<file path="config.mk">
export PLATFORM = sky130hd
export DESIGN_NAME = prrt_cmp
export DESIGN_NICKNAME = d
export VERILOG_FILES = /design/src/rtl/prrt_pkg.sv /design/src/rtl/prrt_cmp.sv
export SDC_FILE = /design/constraint.sdc
export NUM_CORES = 1
export LEC_CHECK = 0
export BUFFER_PORTS_ARGS = -buffer_cell sky130_fd_sc_hd__buf_2
export CORE_MARGIN = 2
export CORE_UTILIZATION = 60
export DETAILED_ROUTE_END_ITERATION = 12
export MAX_ROUTING_LAYER = met4
export PLACE_DENSITY = 0.95
export REMOVE_ABC_BUFFERS = 1
export SLEW_MARGIN = 10
export SYNTH_ARGS = -nofsm -noshare
export SYNTH_HDL_FRONTEND = slang
export SYNTH_SLANG_ARGS = --single-unit
export TNS_END_PERCENT = 5
</file>
<file path="constraint.sdc">
create_clock -name vclk -period 7
set_input_delay 0.35 -clock vclk [all_inputs]
set_output_delay 0.35 -clock vclk [all_outputs]
set_load 0.005 [all_outputs]
</file>
<file path="src/rtl/prrt_pkg.sv">
// Shared types and codes for the private region range table.
// Depends on nothing; imported by every module of the block.
package prrt_pkg;

	localparam int unsigned MAX_RANGES_DEF = 256;
	localparam int unsigned ADDR_W = 64;
	localparam int unsigned PROT_W = 3;
	localparam int unsigned USED_W = 9;

	localparam logic [1:0] CMD_TRACK   = 2'd0;
	localparam logic [1:0] CMD_UNTRACK = 2'd1;
	localparam logic [1:0] CMD_QUERY   = 2'd2;

	localparam logic [1:0] ST_OK       = 2'd0;
	localparam logic [1:0] ST_REJECT   = 2'd1;
	localparam logic [1:0] ST_NOTFOUND = 2'd2;

	typedef struct packed {
		logic [1:0]        cmd;
		logic [ADDR_W-1:0] base_addr;
		logic [ADDR_W-1:0] span_len;
		logic [PROT_W-1:0] prot_bits;
	} req_t;

	typedef struct packed {
		logic [1:0]        status;
		logic [PROT_W-1:0] found_prot;
		logic [USED_W-1:0] entries_used;
	} rsp_t;

	typedef struct packed {
		logic [ADDR_W-1:0] start;
		logic [ADDR_W-1:0] length;
		logic [PROT_W-1:0] prot;
	} entry_t;

endpackage

</file>
<file path="src/rtl/prrt_cmp.sv">
// Shared range compare unit: overlap test or containment test of one entry.
// Depends on prrt_pkg.
module prrt_cmp (
	input  prrt_pkg::entry_t                  entry,
	input  logic [prrt_pkg::ADDR_W-1:0]       span_base,
	input  logic [prrt_pkg::ADDR_W-1:0]       span_end,
	input  logic                              contain,
	output logic                              hit
);
	import prrt_pkg::*;

	logic [ADDR_W-1:0] entry_end;

	assign entry_end = entry.start + entry.length;

	always_comb begin
		if (contain) begin
			hit = (entry.start <= span_base) && (span_end <= entry_end);
		end else begin
			hit = (entry.start < span_end) && (span_base < entry_end);
		end
	end

endmodule

</file>
==> metrics.csv <==
stage,metric,value,unit
sta,worst relative slew slack,28.4,%
synthesis,post-synthesis instance total,1294,
run_status,run status,"finished, final reports clean",
sta,Fin. Hold Viols,0,
die,DIE AREA,17100,um2
detailed_routing,DR WL/cell,17.5,um
placement,Final GP Congestion,1.03,
critical_path,Slowest cell on crit path,a41oi_1,
worst_hold_path,worst hold path class,in -> out,
synthesis,Cell variety after synth,73,
critical_path,Worst EP required,6650,ps
sta,RSZ-0062 raised after global routing,false,
sta,Slew Limit Fails,0,
synthesis,mapped cell area,9650,um2
die,IO Pins,261,
global_route,first-pass GRT wire length,47.1,mm
detailed_routing,vias,10829,
sta,post-route clock period utilization,86.6,%
synthesis,Yosys Warn Count,0,
sta,FMAX,0.165,GHz
critical_path,crit-path max cell delay,460,ps
detailed_routing,DRT Pass-1 Iters,4,
detailed_routing,Iter 0 DRT Violations,682,
detailed_routing,DR DRC count,0,
worst_hold_path,hold path depth,6,
cells_and_area,fin util,70.4,%
critical_path,"Cell Chain, Critical Path",buf_2 > ha_1 > a21oi_1 > nand2_1 > or3b_1 > a41oi_1 > o41ai_2 > a41oi_2 > nor2_1 > a21oi_1 > o21ai_0 > xnor2_1 > ha_1 > a21o_1 > a21o_1 > a211oi_1 > o21ai_0 > a221oi_1 > o211ai_1 > a211oi_1 > o31ai_1 > o211ai_1 > a22o_1 > buf_2,
synthesis,sequential-to-total area share from yosys stat,0,%
cells_and_area,Fill cells,1293,
global_route,vias in the first global route,10124,
global_route,largest net degree at the start of global routing,10,
sta,Hold Slack,1350,ps
cells_and_area,number of flip-flops and latches,0,
pwr,P per Cell Area,100,nW/um2
cts,# hold bufs at CTS,0,
cells_and_area,final non-filler cell total,1758,
critical_path,crit path kind,in -> out,
critical_path,CP Capture Type,output port,
cells_and_area,share of cells above drive strength 1,18.6,%
sta,Tmin final,6060,ps
pwr,Peak VDD IR,45.4,uV
placement,Placed Cells,1745,
cells_and_area,area grow syn2layout,15.4,%
sta,Slew @ Worst Pin,1060,ps
pwr,P_leak,6.39,nW
detailed_routing,total wire length,30.8,mm
global_route,initial antenna violation count,10,
die,Initial Util,61.0,%
die,die width,131,um
cells_and_area,Final #Nets,2107,
die,num rows,46,
global_route,GRT Util Overall,35.3,%
sta,Total Neg Setup Slack,0,ps
detailed_routing,DR vias/cell,6.16,
cells_and_area,Clock Buffer Count,0,
sta,final setup fails,0,
cts,post-CTS setup buffer count,0,
detailed_routing,Routed Antenna Nets,0,
critical_path,crit path max fanout,5,
die,core area,15800,um2
die,Die Y,131,um
cts,post-CTS resize count,0,
placement,Post-DP HPWL,27.7,mm
synthesis,Avg Synthesized Cell Area,7.46,um2
run,Max-Cap Viols,0,
global_route,total congestion overflow,0,
cells_and_area,Finished Cell Area,11100,um2
cells_and_area,FF/Latch Area,0,um2
placement,placed instance area,11100,um2
placement,IO Port Bufs,258,
critical_path,WP data arrival,5710,ps
critical_path,Worst setup SP type,input pin,
==> synthesized netlist by cell type, types with 3 or more instances <==
| master | count | area [um2] |
|---|---|---|
| a211o_1 | 4 | 35.0 |
| a211oi_1 | 15 | 113 |
| a21boi_0 | 3 | 22.5 |
| a21o_1 | 114 | 856 |
| a21oi_1 | 116 | 581 |
| a21oi_2 | 7 | 61.3 |
| a221oi_1 | 6 | 52.6 |
| a31oi_1 | 9 | 56.3 |
| a41oi_1 | 3 | 26.3 |
| and2_1 | 6 | 37.5 |
| and3_1 | 8 | 50.1 |
| and4_1 | 4 | 35.0 |
| buf_2 | 9 | 45.0 |
| clkbuf_1 | 12 | 45.0 |
| ha_1 | 315 | 3940 |
| inv_1 | 148 | 556 |
| nand2_1 | 71 | 267 |
| nand2b_1 | 14 | 87.6 |
| nand3_1 | 25 | 125 |
| nand4_1 | 61 | 382 |
| nor2_1 | 64 | 240 |
| nor2b_1 | 20 | 125 |
| nor3_1 | 17 | 85.1 |
| nor4_1 | 11 | 68.8 |
| o211ai_1 | 10 | 75.1 |
| o21a_1 | 11 | 82.6 |
| o21ai_0 | 71 | 355 |
| o21ai_1 | 6 | 30.0 |
| o21bai_1 | 7 | 52.6 |
| o221ai_1 | 3 | 26.3 |
| o31ai_1 | 6 | 45.0 |
| or2_2 | 6 | 37.5 |
| or3_1 | 3 | 18.8 |
| xnor2_1 | 30 | 263 |
| xor2_1 | 32 | 280 |
==> report_power, final <==
group          internal, mW  leakage [nW]  switching (mW)
Clock           0.000000249     0.0000824               0
Combinational         0.482          6.39           0.633
Sequential                0             0               0
Total                 0.482          6.39           0.633
==> layer usage <==
| layer | share of wire [%] | track usage [%] | wire [um] | vias to the layer above |
|---|---|---|---|---|
| met3 | 7.7 | 5.37 | 2360 | 103 |
| met1 | 41 | 40.9 | 12600 | 4917 |
| li1 | - | - | - | 5337 |
| met4 | 5.2 | 16.6 | 1610 | 0 |
| met5 | 0 | - | 0 | - |
| met2 | 46 | 60.1 | 14200 | 472 |
==> layout by cell type, fill, tap and decap left out, types with 4 or more instances in the layout <==
cell | Yosys | layout
ha_1 | 315 | 315
buf_2 | 9 | 258
inv_1 | 148 | 148
a21oi_1 | 116 | 116
a21o_1 | 114 | 114
nand2_1 | 71 | 71
o21ai_0 | 71 | 71
nor2_1 | 64 | 64
nand4_1 | 61 | 61
xor2_1 | 32 | 32
xnor2_1 | 30 | 30
nand3_1 | 25 | 25
nor2b_1 | 20 | 20
nor3_1 | 17 | 17
a211oi_1 | 15 | 15
nand2b_1 | 14 | 14
diode_2 | 0 | 13
o21a_1 | 11 | 11
nor4_1 | 11 | 11
o211ai_1 | 10 | 10
a31oi_1 | 9 | 9
and3_1 | 8 | 8
a21oi_2 | 7 | 7
o21bai_1 | 7 | 7
and2_1 | 6 | 6
o21ai_1 | 6 | 6
o31ai_1 | 6 | 6
or2_2 | 6 | 6
a221oi_1 | 6 | 6
a211o_1 | 4 | 4
and4_1 | 4 | 4
==> kinds of logic (layout without fill, tap and decap cells) <==
group                      count (synthesis)  in the layout  share of synthesized area, %
xor gates and xnor gates                  62             62                          5.63
buffers and inverters                    171            406                          6.86
AOI/OAI and AO/OA                        426            426                          29.5
muxes                                      1              1                         0.104
adders and majority gates                317            317                          41.2
other                                      0             13                             0
and+or+nand+nor                          317            317                          16.8
==> final timing paths <==
path	from	to	slack [ps]
setup / recovery	entry[71]	hit	940
hold / removal	span_end[34]	hit	1350
==> worst max-delay path: cells and delay by family <==
family	cells	cell delay, ps
simple gates	3	580
buf+inv	2	250
xor+xnor	1	270
fa+ha+maj	2	640
compound gates	16	3630
==> cell type report <==
class	count	area, um2	area share, %
antenna	13	32.5	0.292
tap	216	270	2.43
multi-input combinational	1123	8990	80.7
inverter	148	556	4.99
timing repair buffer	258	1290	11.6
==> per-stage QoR <==
stage          setup WS (ps)  power [mW]
2_1_floorplan           2240       0.750
3_3_place_gp            1190        1.04
3_5_place_dp            1070        1.09
4_1_cts                 1030        1.09
5_1_grt                  550        1.24
6_report                 941        1.12
No activity file was read; power rests on OpenSTA's default activity.
